===== src/sv/sjpd_pkg.sv =====
// Shared constants and per-channel scale tables for the serial joystick pair decoder.
// No dependencies.
`timescale 1ns / 1ps
`default_nettype none

package sjpd_pkg;

	localparam int unsigned BYTE_W      = 8;
	localparam int unsigned READING_W   = 10;   // reading width, fixed by the link format
	localparam int unsigned CHAN_W      = 3;
	localparam int unsigned POS_W       = 17;
	localparam int unsigned SCALE_W     = 11;
	localparam int unsigned RECIP_W     = 29;
	localparam int unsigned RECIP_SHIFT = 20;   // 2^36 reciprocal, less the 2^16 of the output
	localparam int unsigned PROD_W      = READING_W + RECIP_W;
	localparam int unsigned QUOT_W      = 16;
	localparam int unsigned MAX_ANALOG  = 7;
	localparam int unsigned TDATA_OUT_W = 24;

	localparam logic [CHAN_W-1:0]    BUTTON_CHAN = 3'd7;
	localparam logic [CHAN_W-1:0]    SLIDER_CHAN = 3'd0;
	localparam logic [READING_W-1:0] REST_CENTER = 10'd512;
	localparam logic [POS_W-1:0]     HALF_SCALE  = 17'd32768;

	localparam logic KIND_ANALOG = 1'b0;
	localparam logic KIND_BUTTON = 1'b1;

	// full-scale span per channel
	function automatic logic [SCALE_W-1:0] chan_scale(input logic [CHAN_W-1:0] chan);
		logic [SCALE_W-1:0] s;
		case (chan)
			3'd0:    s = 11'd1019;
			3'd1:    s = 11'd200;
			3'd2:    s = 11'd200;
			3'd3:    s = 11'd350;
			3'd4:    s = 11'd200;
			3'd5:    s = 11'd200;
			3'd6:    s = 11'd350;
			default: s = 11'd200;
		endcase
		return s;
	endfunction

	// ceil(2^36 / scale); exact floor for any 10-bit magnitude times 2^16
	function automatic logic [RECIP_W-1:0] chan_recip(input logic [CHAN_W-1:0] chan);
		logic [RECIP_W-1:0] r;
		case (chan)
			3'd0:    r = 29'd67438152;
			3'd1:    r = 29'd343597384;
			3'd2:    r = 29'd343597384;
			3'd3:    r = 29'd196341363;
			3'd4:    r = 29'd343597384;
			3'd5:    r = 29'd343597384;
			3'd6:    r = 29'd196341363;
			default: r = 29'd343597384;
		endcase
		return r;
	endfunction

endpackage

`default_nettype wire


===== src/sv/serial_joystick_pair_decoder.sv =====
// Serial joystick pair decoder: byte framing, rest calibration and position scaling.
// Depends on sjpd_pkg.
`timescale 1ns / 1ps
`default_nettype none

// Frames a stream of serial bytes into two-byte joystick reports. A byte with
// bit 7 clear is a first byte (channel in bits 5..3, reading bits 9..7 in bits
// 2..0); a byte with bit 7 set completes the pair with reading bits 6..0. A new
// first byte replaces a held one; a second byte with nothing held is dropped.
// Channel 7 yields a button report (kind 1, active-low buttons inverted).
// Analog channels below ANALOG_CHANNELS yield (rest - reading) * 65536 / scale,
// truncated toward zero, clamped to +-32768 and negated for the slider
// (channel 0); pairs on channels ANALOG_CHANNELS..6 are swallowed. With the
// calibrate flag set, an analog pair first stores its reading as that
// channel's rest value (the slider always keeps 512). Rest values are 512
// after reset. Throughput is one byte per clock while s_tready stays high: every
// byte goes through an input register, then one pass of framing, a single 10x29
// reciprocal multiply and the clamp into the result register that drives m_tvalid.
// The result register lets input requests that produce no report, or that arrive
// while the register is being drained, keep flowing; only a new report meeting a
// held one with m_tready low stalls s_tready.
module serial_joystick_pair_decoder #(
	parameter int unsigned ANALOG_CHANNELS = sjpd_pkg::MAX_ANALOG
) (
	input  wire                                clk,
	input  wire                                arst_n,
	input  wire                                s_tvalid,
	output logic                               s_tready,
	input  wire  [sjpd_pkg::BYTE_W-1:0]        s_tdata,   // [7:0] rx_byte
	input  wire                                s_tuser,   // [0] calibrate
	output logic                               m_tvalid,
	input  wire                                m_tready,
	// [2:0] channel_number, [19:3] position, [20] left_button,
	// [21] right_button, [23:22] zero
	output logic [sjpd_pkg::TDATA_OUT_W-1:0]   m_tdata,
	output logic                               m_tuser    // [0] report_kind
);
	import sjpd_pkg::*;

	localparam int unsigned IDX_W = (ANALOG_CHANNELS > 1) ? $clog2(ANALOG_CHANNELS) : 1;
	localparam logic [CHAN_W-1:0] ANALOG_LIMIT = CHAN_W'(ANALOG_CHANNELS);

	// input register
	logic              valid_s1;
	logic [BYTE_W-1:0] byte_s1;
	logic              cal_s1;

	// framing and calibration state
	logic                 awaiting_q;
	logic [6:0]           held_q;
	logic [READING_W-1:0] rest_q [ANALOG_CHANNELS];

	// result register
	logic             kind_q;
	logic [CHAN_W-1:0] chan_q;
	logic [POS_W-1:0] pos_q;
	logic             left_q;
	logic             right_q;

	logic                 is_second;
	logic                 pair_done;
	logic [CHAN_W-1:0]    chan;
	logic [READING_W-1:0] reading;
	logic                 is_button;
	logic                 is_analog;
	logic                 res_valid;
	logic                 go;
	logic [IDX_W-1:0]     idx;
	logic [READING_W-1:0] rest_eff;
	logic                 rest_wr;
	logic [READING_W:0]   diff;
	logic [READING_W-1:0] mag;
	logic [SCALE_W-1:0]   scale;
	logic                 clamp;
	logic [PROD_W-1:0]    prod;
	logic [POS_W-1:0]     quot;
	logic                 neg;
	logic [POS_W-1:0]     pos;

	// framing
	assign is_second = byte_s1[BYTE_W-1];
	assign pair_done = valid_s1 && is_second && awaiting_q;
	assign chan      = held_q[5:3];
	assign reading   = {held_q[2:0], byte_s1[6:0]};
	assign is_button = (chan == BUTTON_CHAN);
	assign is_analog = (chan < ANALOG_LIMIT);
	assign res_valid = pair_done && (is_button || is_analog);

	// stage advances unless a report has nowhere to go
	assign go       = !res_valid || !m_tvalid || m_tready;
	assign s_tready = !valid_s1 || go;

	// rest value, with this pair's calibration applied before use
	assign idx      = chan[IDX_W-1:0];
	assign rest_wr  = pair_done && is_analog && cal_s1 && go;
	assign rest_eff = cal_s1 ? ((chan == SLIDER_CHAN) ? REST_CENTER : reading) : rest_q[idx];

	// scaling: |diff| * 2^16 / scale via reciprocal; clamp when 2|diff| >= scale
	assign diff  = {1'b0, rest_eff} - {1'b0, reading};
	assign mag   = diff[READING_W] ? READING_W'(-diff) : diff[READING_W-1:0];
	assign scale = chan_scale(chan);
	assign clamp = ({1'b0, mag} << 1) >= scale;
	assign prod  = PROD_W'(mag) * PROD_W'(chan_recip(chan));
	assign quot  = clamp ? HALF_SCALE : {1'b0, prod[RECIP_SHIFT +: QUOT_W]};
	assign neg   = diff[READING_W] ^ (chan == SLIDER_CHAN);
	assign pos   = neg ? (~quot + POS_W'(1)) : quot;

	always_ff @(posedge clk or negedge arst_n) begin
		if (!arst_n) begin
			valid_s1 <= 1'b0;
		end else if (s_tready) begin
			valid_s1 <= s_tvalid;
		end
	end

	always_ff @(posedge clk) begin
		if (s_tready && s_tvalid) begin
			byte_s1 <= s_tdata;
			cal_s1  <= s_tuser;
		end
	end

	always_ff @(posedge clk or negedge arst_n) begin
		if (!arst_n) begin
			awaiting_q <= 1'b0;
			held_q     <= '0;
		end else if (valid_s1 && go) begin
			if (!is_second) begin
				held_q     <= byte_s1[6:0];
				awaiting_q <= 1'b1;
			end else begin
				awaiting_q <= 1'b0;
			end
		end
	end

	always_ff @(posedge clk or negedge arst_n) begin
		if (!arst_n) begin
			for (int i = 0; i < ANALOG_CHANNELS; i++) begin
				rest_q[i] <= REST_CENTER;
			end
		end else if (rest_wr) begin
			for (int i = 0; i < ANALOG_CHANNELS; i++) begin
				if (idx == IDX_W'(i)) begin
					rest_q[i] <= rest_eff;
				end
			end
		end
	end

	always_ff @(posedge clk or negedge arst_n) begin
		if (!arst_n) begin
			m_tvalid <= 1'b0;
		end else if (res_valid && go) begin
			m_tvalid <= 1'b1;
		end else if (m_tready) begin
			m_tvalid <= 1'b0;
		end
	end

	always_ff @(posedge clk) begin
		if (res_valid && go) begin
			kind_q  <= is_button ? KIND_BUTTON : KIND_ANALOG;
			chan_q  <= chan;
			pos_q   <= is_button ? '0 : pos;
			left_q  <= is_button && !byte_s1[0];
			right_q <= is_button && !byte_s1[1];
		end
	end

	assign m_tdata = {2'b00, right_q, left_q, pos_q, chan_q};
	assign m_tuser = kind_q;

	// checks
	a_button_zero_pos: assert property (@(posedge clk) disable iff (!arst_n)
		(m_tvalid && m_tuser == KIND_BUTTON) |-> (pos_q == '0 && chan_q == BUTTON_CHAN))
		else $error("button report with nonzero position or wrong channel");

	a_analog_range: assert property (@(posedge clk) disable iff (!arst_n)
		(m_tvalid && m_tuser == KIND_ANALOG) |->
		(!left_q && !right_q && ($signed(pos_q) <= 32768) && ($signed(pos_q) >= -32768)))
		else $error("analog report out of range or with button bits");

	a_slider_rest: assert property (@(posedge clk) disable iff (!arst_n)
		rest_q[0] == REST_CENTER)
		else $error("slider rest value moved off center");

	a_first_arms: assert property (@(posedge clk) disable iff (!arst_n)
		(valid_s1 && go && !is_second) |=> awaiting_q)
		else $error("first byte did not arm pair framing");

	a_second_clears: assert property (@(posedge clk) disable iff (!arst_n)
		(valid_s1 && go && is_second) |=> !awaiting_q)
		else $error("second byte left framing armed");

endmodule

`default_nettype wire


===== config.mk =====
export PLATFORM = sky130hd
export DESIGN_NAME = serial_joystick_pair_decoder
export DESIGN_NICKNAME = d
export VERILOG_FILES = /design/src/sv/sjpd_pkg.sv /design/src/sv/serial_joystick_pair_decoder.sv
export SDC_FILE = /design/constraint.sdc
export NUM_CORES = 1
export LEC_CHECK = 0
export BUFFER_PORTS_ARGS = -buffer_cell sky130_fd_sc_hd__buf_2
export CORE_AREA = 10 10 175 161
export DETAILED_ROUTE_END_ITERATION = 7
export DIE_AREA = 0 0 185 171
export PLACE_DENSITY = 0.71
export SKIP_LAST_GASP = 1
export SLEW_MARGIN = 0
export SYNTH_ARGS = -nofsm -noshare
export SYNTH_HDL_FRONTEND = slang
export SYNTH_SLANG_ARGS = --single-unit

===== constraint.sdc =====
create_clock -name clk -period 10.7 [get_ports clk]
set_input_delay 1.605 -clock clk [delete_from_list [all_inputs] [get_ports clk]]
set_output_delay 1.605 -clock clk [all_outputs]
set_load 0.005 [all_outputs]

; ---- Yosys cells after proc, flatten, opt, wreduce, memory -nomap -nowiden
; Index checks and enable logic that the tools add are counted.
; Widths: inputs -> output; s select.
[word_totals]
ff_bits = 111
in_bits = 13
output_inout_bits = 27
elab_cells = 81
[op_classes]
n_addsub = 3
mul = 1
magnitude_cmp = 3
eq_ne = 7
muxes = 14
bitwise_logic = 4
n_reduce_logical = 31
[ops]
columns = operator, count
row1 = $pmux 29 s2, 1
row2 = $mux 10, 5
row3 = $mul 10x29->36, 1
row4 = $bmux 10 s3, 1
row5 = $pmux 10 s2, 1
row6 = $add 17x1->17 const B, 1
row7 = $mux 17, 1
row8 = $not 16->17, 1
row9 = $mux 16, 1
row10 = $reduce_and 2->1, 8
row11 = $eq 3x3->1 const B, 4
row12 = $ge 11x11->1, 1
row13 = $logic_and 1x1->1, 11
row14 = $sub 10x10->11, 1
row15 = $neg 10->10, 1
row16 = $eq 3x2->1 const B, 2
row17 = $logic_not 1->1, 5
row18 = $ge 4x4->1 const B, 1
row19 = $logic_or 1x1->1, 4
row20 = $mux 1, 4
row21 = $not 3->4, 1
row22 = $eq 3x1->1 const B, 1
row23 = $logic_not 3->1, 1
row24 = $lt 3x3->1 const B, 1
row25 = 4 further kinds, 4

; ---- Depth between registers and ports, before layout
; Gate-level depths: netlist of the first run.
[logic_depth]
word_depth = 13
depth_mapped = 44
mapped_depth_nobuf = 40

; ---- Worst setup path before layout of the first run
; Ideal clock, no wire load.
[synth_timing]
path_type = register to register
from = register held_q[3]
to = register pos_q[12], data pin
setup_ps = 167
t_arrival_ps = 10286
required_time_ps = 10533
slack_ps = 247
stages_incl_launch_ff = 37
path_buffers = 3
period_less_slack_ps = 10453
path_cell_list = dfrtp_1 > buf_4 > clkbuf_1 > mux4_2 > nor2_1 > a211oi_1 > a31oi_1 > inv_1 > ha_1 > a211oi_1 > o21bai_1 > a21oi_1 > xnor2_1 > or4_4 > o41ai_2 > xnor2_1 > and2_1 > or2_2 > fa_1 > inv_1 > fa_1 > fa_1 > inv_1 > fa_1 > inv_1 > fa_1 > inv_1 > ha_1 > clkbuf_1 > nand2_1 > o21ai_0 > or2_2 > o311ai_0 > nand4_4 > or3_4 > or3b_1 > a211oi_1
[synth_between]
elab_chain_cells = 13
word_cells_on_any_way = 23
classes_between = add/sub: 3 / mul: 1 / order compare: 1 / eq/ne: 3 / mux: 10 / bitwise: 3 / reduce/logical: 2
[synth_rtl]
columns = item, line
row1 = start: declaration, serial_joystick_pair_decoder.sv:50  ; logic [6:0] held_q;
row2 = start signal: assignment, serial_joystick_pair_decoder.sv:129  ; held_q <= byte_s1[6:0];
row3 = $not 3->4 (implied by the code), serial_joystick_pair_decoder.sv:96  ; assign rest_eff = cal_s1 ? ((chan == SLIDER_CHAN) ? REST_CENTER : reading) : rest_q[idx];
row4 = $bmux 10 s3, serial_joystick_pair_decoder.sv:96
row5 = $mux 10 (implied by the code) (2 in series), serial_joystick_pair_decoder.sv:96
row6 = $mux 10 *, serial_joystick_pair_decoder.sv:96
row7 = via rest_eff[2], serial_joystick_pair_decoder.sv:69  ; logic [READING_W-1:0] rest_eff;
row8 = $sub 10x10->11 *, serial_joystick_pair_decoder.sv:99  ; assign diff = {1'b0, rest_eff} - {1'b0, reading};
row9 = $neg 10->10, serial_joystick_pair_decoder.sv:100  ; assign mag = diff[READING_W] ? READING_W'(-diff) : diff[READING_W-1:0];
row10 = $mux 10, serial_joystick_pair_decoder.sv:100
row11 = $mul 10x29->36 or $ge 11x11->1 (tied branches), "serial_joystick_pair_decoder.sv:103, serial_joystick_pair_decoder.sv:102"
row12 = $mux 16, serial_joystick_pair_decoder.sv:104  ; assign quot = clamp ? HALF_SCALE : {1'b0, prod[RECIP_SHIFT +: QUOT_W]};
row13 = $not 16->17, serial_joystick_pair_decoder.sv:106  ; assign pos = neg ? (~quot + POS_W'(1)) : quot;
row14 = $add 17x1->17, serial_joystick_pair_decoder.sv:106
row15 = $mux 17 *, serial_joystick_pair_decoder.sv:106
row16 = end signal: assignment, serial_joystick_pair_decoder.sv:165  ; pos_q <= is_button ? '0 : pos;
row17 = end: declaration, serial_joystick_pair_decoder.sv:56  ; logic [POS_W-1:0] pos_q;
; The timed path passes the listed nets; every way through them passes the cells marked *. The select of a mux whose other input is x is not followed.
; A chain may end at the register's enable or synchronous reset.

; ---- Final worst setup path of the first run
[layout_timing]
from = register held_q[3]
to = register pos_q[12], data pin
[layout_between]
elab_chain_cells = 13
word_cells_on_any_way = 23
classes_between = add/sub: 3 / mul: 1 / order compare: 1 / eq/ne: 3 / mux: 10 / bitwise: 3 / reduce/logical: 2
[layout_rtl]
columns = item, line
row1 = $not 3->4 (implied by the code), serial_joystick_pair_decoder.sv:96
row2 = $bmux 10 s3, serial_joystick_pair_decoder.sv:96
row3 = $mux 10 (implied by the code) (2 in series), serial_joystick_pair_decoder.sv:96
row4 = $mux 10, serial_joystick_pair_decoder.sv:96
row5 = $sub 10x10->11, serial_joystick_pair_decoder.sv:99
row6 = $neg 10->10, serial_joystick_pair_decoder.sv:100
row7 = $mux 10, serial_joystick_pair_decoder.sv:100
row8 = $mul 10x29->36 or $ge 11x11->1 (tied branches), "serial_joystick_pair_decoder.sv:103, serial_joystick_pair_decoder.sv:102"
row9 = $mux 16, serial_joystick_pair_decoder.sv:104
row10 = $not 16->17, serial_joystick_pair_decoder.sv:106
row11 = $add 17x1->17, serial_joystick_pair_decoder.sv:106
row12 = $mux 17, serial_joystick_pair_decoder.sv:106
; Parallel ways exist; a longest one is shown, timed or not. The select of a mux whose other input is x is not followed.

==> impl_results.md, run 1 <==
* Post-synthesis sequential area ratio at 22.2%
* Synthesis-stage register bit count at about 110
* R2r setup slk at 340 ps
* Core Footprint at between 20,000 and 25,000 µm²
* Die W at ~190 µm
* Slew headroom at between 10% and 20%
* DP HPWL at between 20,000 and 30,000 µm
* Clk_lat worst skew at ~360 ps
* RD Place Congestion at just under 1
* FF+latch area at 2950 µm²
* Syn avg cell area at between 9 and 10 µm²
* Final WS setup at ~340 ps
* Fmax at 0.0965 GHz
* Routed Wire Length at 35,300 µm
* Max-Cap Viols at 0
* Die height at about 170 µm
* Routed Antenna Nets at 0
* Buffers added on ports at 37
* Yosys cell types at 73
* Critical Path Sink Type: register
* Nets at between 1,500 and 2,000
* Slowest Stage Delay on Critical Path at 580 ps
* Setup crit start kind: register
* Top post-synthesis cells by area: fa_1 27%, dfrtp_1 14%, ha_1 11%
* Ant. Diodes at 0
* Remaining DRCs at 0
* Cts hold-fix bufs at 0
* Clk sinks at 111
* Worst slew pin tran at about 1300 ps
* IO Pins at 40
* TritonCTS Buffers at 9
* Pre-CTS setup slack at roughly 150 ps
* Via/cell ratio at ~5.6
* Clock skew at approximately 15 ps
* Sum Neg Setup Slack at 0 ps
* Largest net degree at the start of global routing at 80
* Hold WS at ~480 ps
* Number of synthesized flops with an enable pin at 32
* Number of global-route vias before repair at roughly 10,000
* Yosys top cell area share at 26.7%
* FILL cells at about 2,100
* Most frequent cells in the layout: 318 x inv_1, 177 x fa_1, 113 x ha_1, 99 x nand2_1, 99 x nor2_1
* Wire per inst at ~20 µm
* Crit path max fanout at 6
* Hold WC Path Type: reg2reg
* Worst Path Arrival at about 11,000 ps
* Yosys warning total at 0
* Area Overhead vs Synth at 9.68%
* Site Rows at 55
* Unrepaired setup endpoints after global routing: true
* Global-route wire length before repair at 57,400 µm
* Final Util at just under 60%
* Crit path time final at between 10,000 and 15,000 ps
* Top FF cell, synth: dfrtp_1
* Slowest stage cell, crit path: or4_4
* Final-report max-slew violation count at 0
* Register clock-pin slew on the reported worst setup and hold paths at ~90 ps
* Final period utilization at 96.8%
* Global route overflow at 0
* Setup-failing EPs final at 0
* Die Outline Area at 31,600 µm²
* GRT Util Overall at approximately a quarter
* Post-synthesis instance total at about 1,400
* WP data required at 10,900 ps
* Cell area after synthesis at ~13,000 µm²
* Crit path kind: reg2reg
* Area of the multi-input gates at ~9100 µm²
* Max Buffers Root-to-Sink at 2
* Initial Util at between 50% and 60%
* H-tree level count at 3
* Drt pass-1 iters at 5
* Via count at between 10,000 and 15,000
* Iter 0 DRT Violations at a little under 800
* Fin. Hold Viols at 0
* Commonest non-fill, non-tap cell in the layout: inv_1
* Clock root cell: clkbuf_16
* Initial antenna violation count at 0
* Async S/R FF share, synth at 71.2%
* Outcome: completed
* CTS tree: yes
* Layout cells sized above 1 at between 10% and 20%
* Cell taking the most area after synthesis: fa_1
-- critical path, delay by kind of cell, from the launching register on --
kind / cells / cell delay [ps]
mux: 1 / 510
simple gates: 11 / 3030
flops: 1 / 420
fa+ha+maj: 8 / 3270
xor+xnor: 3 / 380
compound gates: 9 / 2120
buf+inv: 6 / 450
-- kinds of logic (layout without fill, tap and decap cells) --
kind of cell,Yosys count,count (layout),share of synthesized area (%)
and+or+nand+nor,324,324,11.6
DFF,111,111,22.2
AOI/OAI and AO/OA,267,267,12.4
other,1,3,0.0283
buffers and inverters,360,423,10.4
adders and majority gates,291,291,37.5
muxes,30,30,3.29
xor gates and xnor gates,39,39,2.57
-- worst paths after layout --
kind                                 start         end  depth (start not counted)
worst max-delay path             held_q[3]   pos_q[12]                         38
worst min-delay path            rest_q[42]  rest_q[42]                          2
worst max register to register   held_q[3]   pos_q[12]                         38
worst min register to register  rest_q[42]  rest_q[42]                          2
max in group asynchronous           arst_n   held_q[3]                          1
min in group asynchronous           arst_n  rest_q[18]                          1
-- cell usage after synthesis, types with 7 or more instances --
cell type,n
a211oi_1,13
a21o_1,15
a21oi_1,97
a31oi_1,15
and2_1,25
clkbuf_1,30
dfrtp_1,72
dfstp_2,7
edfxtp_1,32
fa_1,177
ha_1,114
inv_1,319
mux2_2,9
mux2i_1,11
mux4_2,10
nand2_1,101
nand3_1,22
nor2_1,100
nor3_1,17
o211ai_1,7
o21a_1,9
o21ai_0,61
o31ai_1,7
or3_1,10
xnor2_1,27
xor2_1,12
-- area by class of cell --
cell class,instances,area share (%)
clock buffer,9,1.55
clock inverter,7,0.645
inverter,320,8.28
multi-input combinational,954,62.6
sequential,111,20.3
tap,313,2.69
timing repair buffer,87,3.98
-- sequential cells by signal (all words and copies together), names as in the netlist --
register,cells
awaiting_q,1
byte_s1,8
cal_s1,1
chan_q,3
held_q,6
left_q,1
m_tuser,1
m_tvalid,1
pos_q,17
rest_q,70
right_q,1
valid_s1,1
-- per-layer routing --
layer	wire (µm)	global-route usage [%]	share of wire, %
met5	0	0	0
met4	766	5.61	2.2
met3	2790	5.34	7.9
met2	15800	35.9	45
met1	15900	32.5	45
-- timing repair --
action / in CTS / in global routing
resized for setup: 0 / 33
setup buffers: 0 / 4
endpoints found under the setup margin: 0 / 13
-- per-stage QoR --
step / cell area (µm²) / cells
after global routing: 14600 / 1801
after detailed placement: 14100 / 1781
after floorplan: 13300 / 1425
after CTS: 14400 / 1797
after global placement: 14100 / 1781
final: 14600 / 1801
Power of run 1 is left out: the tool's default activity adds up to more than one toggle a clock period on the data nets, which glitch-free logic cannot reach.
==> inputs of run 2 (changes only) <==
Settings changed: CORE_AREA 10 10 175 161 to 10 10 170 156, DIE_AREA 0 0 185 171 to 0 0 180 166, PLACE_DENSITY 0.71 to 0.75.
==> run 2 against run 1 <==
Against the previous run:
- sequential share of layout area shrank 0.26 points
- core utilization grew 5.0 points
- clock skew grew 0.53 ps
- global-route usage grew 0.62 points
- non-clock buffer count grew 15
- via count grew 3.3%
- fmax shrank 0.13%
- critical path depth shrank 1
- design area grew 1.3%
- critical path type unchanged
- largest cell class unchanged
==> impl_results.md, run 2 (synthesis results as in run 1) <==
* Core Footprint at 23,000 µm² (-6.6%)
* CTS tree: yes
* FILL cells at 1,849 (-13%)
* Worst slew pin tran at 1320 ps (+17.1 ps)
* GRT Util Overall at 23.9% (+0.62 points)
* Max-Cap Viols at 0 (unchanged)
* Routed Wire Length at 35,500 µm (+0.56%)
* Global-route wire length before repair at 58,400 µm (+1.8%)
* Ant. Diodes at 0 (unchanged)
* Final-report max-slew violation count at 0 (unchanged)
* Number of global-route vias before repair at 10,800 (+3.5%)
* Clk_lat worst skew at 360 ps (about the same)
* Register clock-pin slew on the reported worst setup and hold paths at 80 ps (about the same)
* Worst reg-to-reg path cell count at 37 (-2.6%)
* Crit path kind: reg2reg
* Cts hold-fix bufs at 0 (unchanged)
* Initial antenna violation count at 1 (+1)
* Iter 0 DRT Violations at 1,120 (+42%)
* Outcome: completed
* WP data required at 10,880 ps (-20 ps)
* Slowest Stage Delay on Critical Path at 560 ps (-20 ps)
* Commonest non-fill, non-tap cell in the layout: inv_1
* Largest regs: rest_q x70, pos_q x17, byte_s1 x8
* RD Place Congestion at 1.01 (+4.3%)
* Wire per inst at 19.7 µm (+0.33%)
* Crit path launch: held_q[3]
* Via/cell ratio at 5.79 (+3.1%)
* Die Outline Area at 29,900 µm² (-5.5%)
* Buffers added on ports at 37 (unchanged)
* Hold WC Path Type: reg2reg
* DP HPWL at 29,100 µm (-0.29%)
* Clock skew at 15.1 ps (+0.527 ps)
* Site Rows at 53 (-3.6%)
* Largest net degree at the start of global routing at 80 (unchanged)
* H-tree level count at 3 (unchanged)
* Routed Antenna Nets at 0 (unchanged)
* Clk sinks at 111 (unchanged)
* R2r setup slk at 330 ps (about the same)
* Setup crit start kind: register
* Max Buffers Root-to-Sink at 2 (unchanged)
* Die height at 166 µm (-2.9%)
* Slowest stage cell, crit path: fa_1
* Critical Path Sink Type: register
* Remaining DRCs at 0 (unchanged)
* Nets at 1,802 (+0.84%)
* Crit path time final at 10,370 ps (+13.5 ps)
* Fmax at 0.0964 GHz (-0.13%)
* RR Startpoint: held_q[3]
* Largest Register: rest_q
* Hold Startpoint: rest_q[59]
* Clock root cell: clkbuf_16
* Die W at 180 µm (-2.7%)
* IO Pins at 40 (unchanged)
* Setup-failing EPs final at 0 (unchanged)
* Initial Util at 57.7% (+3.8 points)
* Drt pass-1 iters at 5 (unchanged)
* Crit path max fanout at 10 (+4)
* Global route overflow at 0 (unchanged)
* Final period utilization at 96.9% (+0.13 points)
* Hold path cells at 2 (unchanged)
* Worst Path Arrival at 10,550 ps (about the same)
* Area Overhead vs Synth at 11.1%
* Most frequent cells in the layout: 315 x inv_1, 176 x fa_1, 110 x ha_1, 100 x nand2_1, 98 x nor2_1
* Layout cells sized above 1 at 14.1% (+2.5 points)
* Max reg flops at 70 (unchanged)
* Cell mode on critical path: inv_1
* Via count at 10,400 (+3.3%)
* Sum Neg Setup Slack at 0 ps (unchanged)
* Fin. Hold Viols at 0 (unchanged)
* TritonCTS Buffers at 9 (unchanged)
* Slew headroom at 11.9% (-1.1 points)
==> run 2: metal layers <==
metal / share of wire (%) / track usage [%] / vias to the layer above
met5: 0.037 / 0 / -
li1: - / - / 4759
met2: 45 / 37.8 / 446
met1: 44 / 32.6 / 5171
met3: 8.0 / 5.21 / 70
met4: 2.8 / 6.25 / 2
==> run 2: critical path, delay by kind of cell, from the launching register on <==
family | cells | cell delay [ps]
buffers and inverters | 9 | 1040
adders and majority gates | 7 | 3200
muxes | 1 | 530
AOI/OAI and AO/OA | 12 | 2900
DFF | 1 | 470
xor gates and xnor gates | 2 | 430
and+or+nand+nor | 6 | 1620
==> run 2: final timing paths <==
kind / endpoint
setup / recovery: pos_q[12]
hold / removal: rest_q[59]
setup reg to reg: pos_q[12]
hold reg to reg: rest_q[59]
max in group asynchronous: held_q[3]
min in group asynchronous: rest_q[57]
==> run 2: final cells by class <==
class	instances	area, µm²	area share [%]
Inverter	320	1200	8.17
Timing Repair Buffer	102	688	4.67
Sequential cell	111	2950	20.0
Clock inverter	6	60.1	0.407
Clock buffer	10	229	1.55
Multi-Input combinational cell	954	9240	62.6
Tap cell	302	378	2.56
==> run 2: repair_timing <==
action,4_1_cts,5_1_grt
endpoints found under the setup margin,4,14
buffers inserted,1,17
pin swaps,0,11
gates resized for setup,7,59
==> run 2: metrics by stage <==
stage | instance area [µm²] | hold WS, ps | instances | utilization (%) | worst slack [ps]
3_3_place_gp | 14000 | 457 | 1771 | 61.0 | 64.1
2_1_floorplan | 13300 | 426 | 1425 | - | 247
3_5_place_dp | 14000 | 469 | 1771 | 61.0 | -120
6_report | 14700 | 485 | 1805 | 64.1 | 329
4_1_cts | 14400 | 484 | 1788 | 62.4 | 27.7
5_1_grt | 14700 | 504 | 1805 | 64.1 | -96.7
Power of run 2 is left out for the same reason.
==> inputs of run 3 (changes only) <==
Settings changed: REMOVE_ABC_BUFFERS set to 1.
==> run 3 against run 2 <==
Against the previous run:
- fmax fell by 0.14%
- cell count fell by 1.0%
- flip-flop and latch count did not move
- register-to-register slack barely moved
- sequential share of layout area rose by 0.12 points
- design area fell by 0.59%
- worst hold slack improved by 1.5 ps
- critical path depth rose by 1
- count of clock-buffer cells in the layout fell by 1
- wire length fell by 0.53%
- critical path type unchanged
- largest cell class unchanged
==> impl_results.md, run 3 (synthesis results as in run 1) <==
* Outcome: completed
* Routed Antenna Nets at 0 (unchanged)
* Routed Wire Length at 35,300 µm (-0.53%)
* Hold WS at 487 ps (+1.50 ps)
* Hold path cells at 2 (unchanged)
* RD Place Congestion at 0.982 (-2.8%)
* Layout cells sized above 1 at 12.7% (-1.4 points)
* Buffers added on ports at 37 (unchanged)
* Placed insts at 1,764 (-0.40%)
* Hold Startpoint: rest_q[50]
* Wire per inst at 19.8 µm (+0.47%)
* IO Pins at 40 (unchanged)
* Met2 global-route usage at 37.0% (-0.79 points)
* Setup crit start kind: register
* Site Rows at 53 (unchanged)
* Remaining DRCs at 0 (unchanged)
* Slowest Stage Delay on Critical Path at 580 ps (+20 ps)
* Nets at 1,784 (-1.0%)
* Final-report max-slew violation count at 0 (unchanged)
* Crit. path cell count at 38 (+2.7%)
* Iter 0 DRT Violations at 959 (-14%)
* Worst r2r dst: pos_q[12]
* Min-Delay Endpoint: rest_q[50]
* Clk_lat worst skew at 360 ps (about the same)
* CTS tree: yes
* Max-Cap Viols at 0 (unchanged)
* Max reg flops at 70 (unchanged)
* Worst reg-to-reg path cell count at 38 (+2.7%)
* Final period utilization at 97.1% (+0.14 points)
* Cell Area, Placed at 14,000 µm² (-0.29%)
* Global route overflow at 0 (unchanged)
* Met3 GRT Util at 5.14% (-0.065 points)
* Hold WC Path Type: reg2reg
* Commonest non-fill, non-tap cell in the layout: inv_1
* Number of global-route vias before repair at 10,800 (-0.37%)
* Routing usage on met1 at 31.7% (-0.87 points)
* Initial antenna violation count at 0 (-1)
* FILL cells at 1,867 (+0.97%)
* Via/cell ratio at 5.82 (+0.63%)
* RR Startpoint: held_q[3]
* GRT Util Overall at 23.3% (-0.61 points)
* Fin. Hold Viols at 0 (unchanged)
* CP bufs+invs at 6 (-3)
* TritonCTS Buffers at 9 (unchanged)
* Drt pass-1 iters at 5 (unchanged)
* Cell area after layout at 14,700 µm² (-0.59%)
* Initial Util at 57.7% (unchanged)
* Busiest layer in global routing: met2
* Most frequent cells in the layout: 318 x inv_1, 176 x fa_1, 110 x ha_1, 99 x nand2_1, 97 x nor2_1
* Core Footprint at 23,000 µm² (unchanged)
* DP HPWL at 28,800 µm (-0.80%)
* Slew headroom at 16.4% (+4.6 points)
* Final Util at 63.7% (-0.38 points)
* Critical Path Sink Type: register
* Clk sinks at 111 (unchanged)
* Crit path kind: reg2reg
* Die W at 180 µm (unchanged)
* Clock root cell: clkbuf_16
* Max Buffers Root-to-Sink at 2 (unchanged)
* Largest Register: rest_q
* R2r setup slk at 310 ps (about the same)
* Largest regs: rest_q x70, pos_q x17, byte_s1 x8
* Worst Path Arrival at 10,580 ps (+30 ps)
* Cell mode on critical path: inv_1
* Crit path max fanout at 6 (-4)
* Fmax at 0.0963 GHz (-0.14%)
* Via count at 10,400 (-0.37%)
* Area Overhead vs Synth at 10.5%
* Setup-failing EPs final at 0 (unchanged)
* Clock skew at 10.6 ps (-4.49 ps)
* Crit path time final at 10,390 ps (+14.9 ps)
* Die Outline Area at 29,900 µm² (unchanged)
* Finished Layout Cells at 1,787 (-1.0%)
* H-tree level count at 3 (unchanged)
* Die height at 166 µm (unchanged)
* WP data required at 10,900 ps (+20 ps)
* Delay-heaviest family, CP: adder cells
* Register clock-pin slew on the reported worst setup and hold paths at 80 ps (about the same)
* Ant. Diodes at 0 (unchanged)
* Slowest stage cell, crit path: or4_4
* Worst slew pin tran at 1250 ps (-68.2 ps)
* Largest net degree at the start of global routing at 80 (unchanged)
* Global-route wire length before repair at 56,800 µm (-2.7%)
* Cts hold-fix bufs at 0 (unchanged)
## run 3: cell types whose count changed in the layout (fill, tap and decap cells not counted), sizes merged
cell	change
inv	+1
buf	-19
clkinv	+1
clkinvlp	-1
## run 3: area by class of cell
class                           instances  area, µm²  area share, %
Multi-Input combinational cell        954       9240           63.0
Sequential cell                       111       2950           20.1
Inverter                              320       1200           8.19
Timing Repair Buffer                   84        574           3.92
Tap cell                              302        378           2.58
Clock buffer                            9        225           1.54
Clock inverter                          7       91.3          0.623
## run 3: worst max-delay path by stage
stage	start	to	slack [ps]
6_report	held_q[3]	pos_q[12]	310
5_1_grt	held_q[4]	pos_q[9]	-60
4_1_cts	held_q[3]	pos_q[12]	160
3_5_place_dp	held_q[3]	pos_q[15]	170
3_3_place_gp	held_q[3]	pos_q[12]	260
2_1_floorplan	held_q[3]	pos_q[12]	-660
## run 3: through the flow
step	setup WS (ps)	TNS, ps
after detailed placement	172	0
after global placement	264	0
after floorplan	-657	-4580
final	314	0
after CTS	164	0
after global routing	-63.2	-135
## run 3: what timing repair did
item	in CTS	in global routing
buffers inserted	0	6
gates resized for setup	0	56
endpoints found under the setup margin	0	13
## run 3: metal layers
layer,share of wire [%],vias up
li1,-,4739
met1,44,5166
met2,46,439
met3,8.0,65
met4,1.9,0
met5,0,-
## run 3: tightest hold or removal path: cells and delay by family (launching register included)
| family | cells | cell delay, ps |
|---|---|---|
| compound gates | 1 | 60 |
| simple gates | 1 | 50 |
| flops | 1 | 350 |
Power of run 3 is left out for the same reason.
